[src/rtl/core/hrlp_pkg.sv]
package hrlp_pkg;

  // Result kinds carried on the output tuser.
  localparam logic [1:0] KIND_METHOD  = 2'd0;
  localparam logic [1:0] KIND_PATH    = 2'd1;
  localparam logic [1:0] KIND_VERSION = 2'd2;
  localparam logic [1:0] KIND_END     = 2'd3;

  // Token positions within the request line.
  localparam logic [1:0] TOK_METHOD  = 2'd0;
  localparam logic [1:0] TOK_PATH    = 2'd1;
  localparam logic [1:0] TOK_VERSION = 2'd2;
  localparam logic [1:0] TOK_DROP    = 2'd3;

  // Escape decoding phases.
  localparam logic [1:0] PH_NONE    = 2'd0;
  localparam logic [1:0] PH_PERCENT = 2'd1;
  localparam logic [1:0] PH_HELD    = 2'd2;

  localparam logic [7:0] CH_NUL     = 8'h00;
  localparam logic [7:0] CH_LF      = 8'h0A;
  localparam logic [7:0] CH_SPACE   = 8'h20;
  localparam logic [7:0] CH_PERCENT = 8'h25;
  localparam logic [7:0] CH_PLUS    = 8'h2B;

  // Results a single byte can cause at most, and the result queue depth.
  localparam int MAX_RES    = 3;
  localparam int FIFO_DEPTH = 8;

  typedef struct packed {
    logic [1:0] tok;
    logic       in_tok;
    logic       started;
    logic       done;
    logic [7:0] cnt;
    logic [1:0] phase;
    logic [7:0] held;
    logic       cut;
  } state_t;

  typedef struct packed {
    logic [1:0] kind;
    logic [7:0] value;
    logic       ok;
    logic       lor;
  } res_t;

endpackage

[src/rtl/core/http_request_line_parser_unit.sv]
// HTTP request-line parser with percent decoding of the path.
// Raw request bytes enter on the slave stream, one byte per transfer; tlast
// marks the final byte of a request buffer. Results leave on the master
// stream: tuser carries the kind (method, path, version or end), tdata the
// byte and, for the end item, the flag saying all three tokens were found;
// tlast marks the final result caused by one input byte.
// Each accepted byte is held in an input register and, once the result queue
// can take all its results, is processed by a single pass of combinational
// logic into the result queue, from which the results are read.
// Throughput is one byte per cycle; a byte causes up to three results, and
// the output drains one result per cycle, so the input pauses only while the
// eight-entry result queue has fewer than three free places.
// Reset clears the parser state, the input register and the queue; the
// next byte then starts a new request. When the receiver stalls, results
// wait in the queue and input is taken until the queue is nearly full.
module http_request_line_parser_unit #(
  parameter int METHOD_LEN  = 15,
  parameter int PATH_LEN    = 255,
  parameter int VERSION_LEN = 15
) (
  input  logic        clk,
  input  logic        rst,
  input  logic        s_tvalid,
  output logic        s_tready,
  input  logic [7:0]  s_tdata,   // [7:0] data_byte
  input  logic        s_tlast,   // last
  output logic        m_tvalid,
  input  logic        m_tready,
  output logic [15:0] m_tdata,   // [7:0] value, [8] ok, [15:9] zero
  output logic [1:0]  m_tuser,   // [1:0] kind
  output logic        m_tlast    // last_of_run
);

  // Input register: one byte waiting for the processing pass.
  logic           in_valid;
  logic [7:0]     in_byte;
  logic           in_last;
  logic           room;
  logic           fire;
  logic [1:0]     wr_count;
  hrlp_pkg::res_t wr_data [hrlp_pkg::MAX_RES];
  hrlp_pkg::res_t rd_data;

  // A byte is processed once the queue can take every result it may cause.
  assign fire     = in_valid && room;
  assign s_tready = !in_valid || fire;

  always_ff @(posedge clk) begin
    if (s_tvalid && s_tready) begin
      in_byte <= s_tdata;
      in_last <= s_tlast;
    end
    if (rst) begin
      in_valid <= 1'b0;
    end else if (s_tready) begin
      in_valid <= s_tvalid;
    end
  end

  hrlp_step #(
    .METHOD_LEN  (METHOD_LEN),
    .PATH_LEN    (PATH_LEN),
    .VERSION_LEN (VERSION_LEN)
  ) u_step (
    .clk      (clk),
    .rst      (rst),
    .fire     (fire),
    .in_byte  (in_byte),
    .in_last  (in_last),
    .wr_count (wr_count),
    .wr_data  (wr_data)
  );

  hrlp_fifo u_fifo (
    .clk      (clk),
    .rst      (rst),
    .wr_count (wr_count),
    .wr_data  (wr_data),
    .room     (room),
    .rd_valid (m_tvalid),
    .rd_ready (m_tready),
    .rd_data  (rd_data)
  );

  assign m_tdata = {7'b0, rd_data.ok, rd_data.value};
  assign m_tuser = rd_data.kind;
  assign m_tlast = rd_data.lor;

endmodule

[src/rtl/core/hrlp_step.sv]
module hrlp_step #(
  parameter int METHOD_LEN  = 15,
  parameter int PATH_LEN    = 255,
  parameter int VERSION_LEN = 15
) (
  input  logic                clk,
  input  logic                rst,
  input  logic                fire,
  input  logic [7:0]          in_byte,
  input  logic                in_last,
  output logic [1:0]          wr_count,
  output hrlp_pkg::res_t      wr_data [hrlp_pkg::MAX_RES]
);

  localparam logic [7:0] LIM_METHOD  = 8'(METHOD_LEN);
  localparam logic [7:0] LIM_PATH    = 8'(PATH_LEN);
  localparam logic [7:0] LIM_VERSION = 8'(VERSION_LEN);

  typedef struct packed {
    hrlp_pkg::state_t st;
    logic             fire;
  } emit_t;

  hrlp_pkg::state_t state;
  hrlp_pkg::state_t state_next;
  hrlp_pkg::res_t   res [hrlp_pkg::MAX_RES];
  logic [1:0]       n;
  emit_t            e;
  logic [1:0]       ph;
  logic [4:0]       hi;
  logic [4:0]       lo;
  logic [7:0]       v;
  logic             do_end;

  // Hex digit: bit 4 marks a valid digit, bits 3:0 hold its value.
  function automatic logic [4:0] hex_dec(input logic [7:0] c);
    logic [4:0] r;
    r = '0;
    if (c >= 8'h30 && c <= 8'h39) r = {1'b1, 4'(c - 8'h30)};
    else if (c >= 8'h61 && c <= 8'h66) r = {1'b1, 4'(c - 8'h57)};
    else if (c >= 8'h41 && c <= 8'h46) r = {1'b1, 4'(c - 8'h37)};
    return r;
  endfunction

  function automatic emit_t field_emit(input hrlp_pkg::state_t s, input logic [7:0] val);
    emit_t      r;
    logic [7:0] lim;
    r.st   = s;
    r.fire = 1'b0;
    lim    = (s.tok == hrlp_pkg::TOK_METHOD) ? LIM_METHOD :
             (s.tok == hrlp_pkg::TOK_PATH)   ? LIM_PATH : LIM_VERSION;
    if (s.tok != hrlp_pkg::TOK_DROP) begin
      if (s.tok == hrlp_pkg::TOK_PATH && s.cut) begin
        r.fire = 1'b0;
      end else if (s.tok == hrlp_pkg::TOK_PATH && val == hrlp_pkg::CH_NUL) begin
        r.st.cut = 1'b1;
      end else if (s.cnt < lim) begin
        r.fire   = 1'b1;
        r.st.cnt = s.cnt + 8'd1;
      end
    end
    return r;
  endfunction

  always_comb begin
    state_next = state;
    n          = '0;
    e          = '0;
    ph         = hrlp_pkg::PH_NONE;
    hi         = hex_dec(state.held);
    lo         = hex_dec(in_byte);
    v          = '0;
    do_end     = in_last;
    for (int i = 0; i < hrlp_pkg::MAX_RES; i++) begin
      res[i] = '0;
    end

    // Byte handling within the line.
    if (!state_next.done) begin
      if (in_byte == hrlp_pkg::CH_NUL) begin
        do_end = 1'b1;
      end else if (in_byte == hrlp_pkg::CH_LF) begin
        if (state_next.started) begin
          do_end = 1'b1;
        end
      end else begin
        state_next.started = 1'b1;
        if (in_byte == hrlp_pkg::CH_SPACE) begin
          if (state_next.in_tok) begin
            do_end = 1'b1;
          end
        end else begin
          if (!state_next.in_tok) begin
            state_next.in_tok = 1'b1;
            state_next.cnt    = '0;
            state_next.phase  = hrlp_pkg::PH_NONE;
          end
          e.fire = 1'b0;
          if (state_next.tok == hrlp_pkg::TOK_PATH) begin
            if (state_next.phase == hrlp_pkg::PH_NONE) begin
              if (in_byte == hrlp_pkg::CH_PERCENT) begin
                state_next.phase = hrlp_pkg::PH_PERCENT;
              end else begin
                v = (in_byte == hrlp_pkg::CH_PLUS) ? hrlp_pkg::CH_SPACE : in_byte;
                e = field_emit(state_next, v);
              end
            end else if (state_next.phase == hrlp_pkg::PH_PERCENT) begin
              state_next.held  = in_byte;
              state_next.phase = hrlp_pkg::PH_HELD;
            end else begin
              if (hi[4]) v = lo[4] ? {hi[3:0], lo[3:0]} : {4'h0, hi[3:0]};
              state_next.phase = hrlp_pkg::PH_NONE;
              e = field_emit(state_next, v);
            end
          end else begin
            v = in_byte;
            e = field_emit(state_next, v);
          end
          if (e.fire) begin
            res[n] = '{kind: state_next.tok, value: v, ok: 1'b0, lor: 1'b0};
            n = n + 2'd1;
          end
          if (e.fire || (e.st.cut != state_next.cut)) begin
            state_next = e.st;
          end
        end
      end
      if (in_byte == hrlp_pkg::CH_NUL || (in_byte == hrlp_pkg::CH_LF && state.started)) begin
        state_next.done = 1'b1;
      end
    end

    // Closing the current token; a cut-off escape is released as a percent sign and any held byte, plus read as space.
    if (do_end) begin
      if (state_next.tok == hrlp_pkg::TOK_PATH && state_next.in_tok &&
          state_next.phase != hrlp_pkg::PH_NONE) begin
        ph               = state_next.phase;
        state_next.phase = hrlp_pkg::PH_NONE;
        e = field_emit(state_next, hrlp_pkg::CH_PERCENT);
        state_next = e.st;
        if (e.fire) begin
          res[n] = '{kind: state_next.tok, value: hrlp_pkg::CH_PERCENT, ok: 1'b0, lor: 1'b0};
          n = n + 2'd1;
        end
        if (ph == hrlp_pkg::PH_HELD) begin
          v = (state_next.held == hrlp_pkg::CH_PLUS) ? hrlp_pkg::CH_SPACE : state_next.held;
          e = field_emit(state_next, v);
          state_next = e.st;
          if (e.fire) begin
            res[n] = '{kind: state_next.tok, value: v, ok: 1'b0, lor: 1'b0};
            n = n + 2'd1;
          end
        end
      end
      state_next.phase = hrlp_pkg::PH_NONE;
      if (state_next.in_tok) begin
        state_next.in_tok = 1'b0;
        if (state_next.tok != hrlp_pkg::TOK_DROP) state_next.tok = state_next.tok + 2'd1;
      end
      state_next.cnt = '0;
    end

    if (in_last) begin
      res[n] = '{kind: hrlp_pkg::KIND_END, value: 8'h00,
                 ok: (state_next.tok == hrlp_pkg::TOK_DROP), lor: 1'b0};
      n = n + 2'd1;
      state_next = '0;
    end

    if (n != 2'd0) begin
      res[n - 2'd1].lor = 1'b1;
    end
  end

  assign wr_count = fire ? n : 2'd0;
  assign wr_data  = res;

  always_ff @(posedge clk) begin
    if (rst) begin
      state <= '0;
    end else if (fire) begin
      state <= state_next;
    end
  end

  a_last_gives_end: assert property (@(posedge clk) disable iff (rst)
    (fire && in_last) |-> (wr_count != 2'd0 && wr_data[wr_count - 2'd1].kind == hrlp_pkg::KIND_END))
    else $error("last byte produced no end item");
  a_idle_no_write: assert property (@(posedge clk) disable iff (rst)
    !fire |-> (wr_count == 2'd0))
    else $error("results written without a byte being processed");
  a_lor_on_final: assert property (@(posedge clk) disable iff (rst)
    (wr_count != 2'd0) |-> wr_data[wr_count - 2'd1].lor)
    else $error("final result of a byte lacks its run marker");

endmodule

[src/rtl/core/hrlp_fifo.sv]
module hrlp_fifo (
  input  logic           clk,
  input  logic           rst,
  input  logic [1:0]     wr_count,
  input  hrlp_pkg::res_t wr_data [hrlp_pkg::MAX_RES],
  output logic           room,
  output logic           rd_valid,
  input  logic           rd_ready,
  output hrlp_pkg::res_t rd_data
);

  localparam int AW = $clog2(hrlp_pkg::FIFO_DEPTH);

  hrlp_pkg::res_t mem [hrlp_pkg::FIFO_DEPTH];
  logic [AW-1:0]  head;
  logic [AW-1:0]  tail;
  logic [AW:0]    count;
  logic           pop;

  assign rd_valid = (count != '0);
  assign rd_data  = mem[head];
  assign pop      = rd_valid && rd_ready;
  assign room     = (count <= (AW+1)'(hrlp_pkg::FIFO_DEPTH - hrlp_pkg::MAX_RES));

  always_ff @(posedge clk) begin
    for (int i = 0; i < hrlp_pkg::MAX_RES; i++) begin
      if (2'(i) < wr_count) begin
        mem[tail + AW'(i)] <= wr_data[i];
      end
    end
    if (rst) begin
      head  <= '0;
      tail  <= '0;
      count <= '0;
    end else begin
      tail  <= tail + AW'(wr_count);
      head  <= head + AW'(pop);
      count <= count + (AW+1)'(wr_count) - (AW+1)'(pop);
    end
  end

  a_no_overflow: assert property (@(posedge clk) disable iff (rst)
    count <= (AW+1)'(hrlp_pkg::FIFO_DEPTH))
    else $error("result queue overflow");
  a_write_fits: assert property (@(posedge clk) disable iff (rst)
    (wr_count != 2'd0) |-> ((AW+2)'(count) + (AW+2)'(wr_count) <= (AW+2)'(hrlp_pkg::FIFO_DEPTH)))
    else $error("write exceeds queue space");
  a_count_tracks: assert property (@(posedge clk) disable iff (rst)
    ##1 (count == $past(count) + (AW+1)'($past(wr_count)) - (AW+1)'($past(pop))))
    else $error("queue occupancy out of step");

endmodule
[config.mk]
export PLATFORM = sky130hd
export DESIGN_NAME = http_request_line_parser_unit
export DESIGN_NICKNAME = d
export VERILOG_FILES = /design/src/rtl/core/hrlp_pkg.sv /design/src/rtl/core/http_request_line_parser_unit.sv /design/src/rtl/core/hrlp_step.sv /design/src/rtl/core/hrlp_fifo.sv
export SDC_FILE = /design/constraint.sdc
export NUM_CORES = 1
export LEC_CHECK = 0
export ABC_AREA = 1
export BUFFER_PORTS_ARGS = -buffer_cell sky130_fd_sc_hd__buf_4
export CORE_MARGIN = 4
export CORE_UTILIZATION = 39
export CTS_CLUSTER_SIZE = 25
export DETAILED_ROUTE_END_ITERATION = 10
export GPL_TIMING_DRIVEN = 0
export PLACE_DENSITY_LB_ADDON = 0.3
export SETUP_SLACK_MARGIN = 0.3
export SYNTH_ARGS = -nofsm -noshare
export SYNTH_HDL_FRONTEND = slang
export SYNTH_SLANG_ARGS = --single-unit
[constraint.sdc]
create_clock -name clk -period 19 [get_ports clk]
set_input_delay 1.9 -clock clk [delete_from_list [all_inputs] [get_ports clk]]
set_output_delay 1.9 -clock clk [all_outputs]
set_load 0.1 [all_outputs]
==> impl_summary.txt <==
----------------------------------------------------
[Outcome]
  Result of the run ... finished with violations
  Violations in the final reports ... capacitance limit

[Place]
  Weighted congestion reported at the end of routability-driven placement ... 1.09
  Post-detail-place hpwl ... 33.3 mm
  Post-Place Worst Slack ... 9990 ps
  Number of placed instances with taps included ... 2282
  Placed Area ... 12800 um2
  Buffers on Ports ... 25

[Synth]
  Fraction of the yosys area taken by sequential cells ... 31.9%
  Ys Warns ... 0
  Number of enable flip-flop cells after synthesis ... 105
  Unique masters post-synth ... 55
  Leading post-synthesis cells by cell area ... edfxtp_1 26%, nand2_1 21%, nand3_1 6.4%
  Async set-reset flop share out of synthesis ... 0%
  Most common cell in the netlist ... nand2_1
  Flip-flop and latch count after synthesis ... 140
  Synth Cell Area ... 12100 um2
  Top cell type's share of synthesized area ... 26.1%
  Most frequently used flop master after synthesis ... edfxtp_1
  Post-synth top area cell ... edfxtp_1
  Most used standard cells in the synthesized netlist ... 664 x nand2_1, 177 x nor2_1, 155 x nand3_1, 112 x nand4_1, 110 x inv_1
  Mean cell area of the mapped netlist ... 6.52 um2
  Syn Inst Count ... 1855

[STA]
  Setup Skew ... 7.66 ps
  Relative slew slack ... 0.195%
  Share of the clock period used by the worst path after layout ... 47.2%
  Shortest period the worst path allows ... 8970 ps
  Max Slew Vio Count ... 0
  Total negative setup slack ... 0 ps
  Endpoints failing setup ... 0
  Least-Margin Pin Slew ... 1500 ps
  Unrepaired setup endpoints after global routing ... no
  Final number of hold-violating endpoints ... 0
  PnR worst setup slack ... 10030 ps
  Maximum clock frequency ... 111 MHz

[Power]
  Leakage power ... 0.00606 uW
  Power after layout ... 1260 uW
  Max rail drop VDD ... 0.0000809 V
  PD cells ... 93.7 nW/um2

[GRT]
  Vias in the first global route ... 12000
  Global-route usage over all layers ... 26.2%
  Antenna violations before repair ... 0
  Overall overflow remaining after global route ... 0
  Global-route wire length before repair ... 68.5 mm
  Largest net degree at the start of global routing ... 17

[Setup path]
  Buffers plus inverters on the worst setup path ... 11
  R2r worst-path depth ... 46
  Arrival time of data at the critical path endpoint ... 9300 ps
  Timing startpoint of the critical path ... u_step.state[22]
  Worst reg-to-reg setup slack ... 10030 ps
  End of the worst register-to-register path ... u_fifo.count[3]
  Cell type group with the largest total delay on the critical path ... simple AND/OR/NAND/NOR gates
  Element type at the critical path start ... flop
  Startpoint of the worst-slack reg-to-reg timing path ... u_step.state[22]
  Crit-path most repeated cell ... nand2_1
  Biggest fanout along the worst timing path ... 13
  Maximum single-stage delay on the critical path ... 510 ps
  Req. time, crit path ... 19330 ps
  Category of the most critical setup path ... reg -> reg
  Capturing element type of the critical path ... flop
  Slowest library cell on the worst path ... nor2_1

[Floorplanning]
  Full die area ... 33900 um2
  Num ports ... 34
  Die H ... 184 um
  Die Wd ... 184 um
  Standard-cell row count ... 64
  Initial Utilization ... 39.5%
  Area inside the core boundary ... 30600 um2

[Cells and area]
  Number of nets in the final layout ... 1953
  Number of cells in the finished layout apart from fillers ... 2314
  Proportion of layout cells with a drive suffix above 1 ... 9.33%
  Total inserted antenna cells ... 0
  Area of all placed cells without fillers ... 13400 um2
  Post-synthesis to final-layout area growth ... 11.0%

[CTS]
  Cell chosen for the clock root ... clkbuf_16
  Sink Count ... 140
  Hold-fix buffers, CTS ... 0
  Clock buffers created by TritonCTS ... 17
  Post-CTS setup repair buffer count ... 0
  Worst-Skew Late Latency ... 450 ps
  Clock slew at reported path FFs ... 70 ps
  Deepest level of the CTS H-tree ... 4
  TritonCTS clock tree ... done
  Number of buffers on the longest clock path ... 2
  Post-CTS Resized ... 0

[Route]
  Initial DRC Count ... 1723
  Residual antenna-violating net count after detailed routing ... 0
  Avg Vias per Cell ... 5.79
  Total via count after detailed routing ... 13400
  Aggregate routed wire length ... 45.0 mm
  Average wire per standard cell ... 19.4 um
  Detailed-routing iteration count for the pre-antenna-repair pass ... 8
  Residual DRC ... 0

[Worst hold path]
  Worst min-delay path class ... reg -> reg
  Hold path startpoint ... u_step.state[20]
  Number of instances on the worst hold path ... 2
  Worst Hold End ... u_step.state[20]

[Run]
  # Max-Cap Violations ... 1

----------------------------------------------------
## per-stage QoR
step,hold WS [ps],utilization (%)
3_5_place_dp,457,41.9
2_1_floorplan,444,-
6_report,473,43.9
4_1_cts,466,43.9
5_1_grt,506,43.9
3_3_place_gp,453,41.8
## how the worst max path moves through the flow
stage | to | slack [ps] | cells after the start
final | u_fifo.count[3] | 10030 | 46
after global routing | u_fifo.count[3] | 9280 | 51
after CTS | u_fifo.mem[6][8] | 9910 | 42
after detailed placement | u_fifo.mem[6][8] | 9990 | 42
after global placement | u_fifo.mem[0][9] | 10030 | 42
after floorplan | u_fifo.count[3] | 11840 | 51
## state kept, by name, summed over array words and instances, names as in the netlist
signal / cells
in_byte: 8
u_fifo.count: 4
u_fifo.head: 3
in_valid: 1
u_fifo.mem: 96
in_last: 1
u_step.state: 24
u_fifo.tail: 3
## power breakdown
part           total, uW  switching [uW]  internal, uW  leakage [uW]
sequential           375            16.8           358       0.00124
clock                352             154           198      0.000292
combinational        531             412           119       0.00453
## per-layer routing
layer	GRT usage, %	part of all wire, %	vias to the layer above
met2	39.6	43	802
met5	0	0	-
met4	12.7	5.1	0
met3	6.34	11	156
li1	-	-	6330
met1	35.3	41	6100
## cells by family (layout without fill, tap and decap cells)
family | after synthesis | after routing | synth area share (%)
AO/OA/AOI/OAI | 233 | 233 | 11.0
flip-flops | 140 | 140 | 31.9
adder cells (fa/ha/maj) | 35 | 35 | 3.75
buffers and inverters | 249 | 306 | 9.09
other | 1 | 7 | 0.0310
AND/OR/NAND/NOR | 1187 | 1187 | 43.5
XOR/XNOR | 10 | 10 | 0.724
## cell usage in the layout, fill, tap and decap left out, drive strengths merged, types with 15 or more instances in the layout
cell,n
nand2,683
nor2,188
nand3,164
inv,138
nand4,116
edfxtp,105
o21ai,105
clkbuf,83
buf,73
a21oi,63
dfxtp,35
ha,33
nor3,28
o211ai,16
o22ai,16
a31oi,15
## worst register-to-register path, delay by kind of cell, from the launching register on
family          cells  cell delay (ps)
compound gates      6             1200
xor+xnor            1              150
fa+ha+maj           5             1460
buf+inv            11             2190
flops               1              310
simple gates       23             3560
## final cells by class
class,instances,area (um2)
Clock buffer,17,425
Buffer,114,593
Tap cell,396,495
Fill cell,3238,17200
Inverter,135,507
Sequential cell,140,3850
Multi-Input combinational cell,1472,7180
Clock inverter,15,184
Timing Repair Buffer,25,188
No activity file was read; power rests on OpenSTA's default activity.
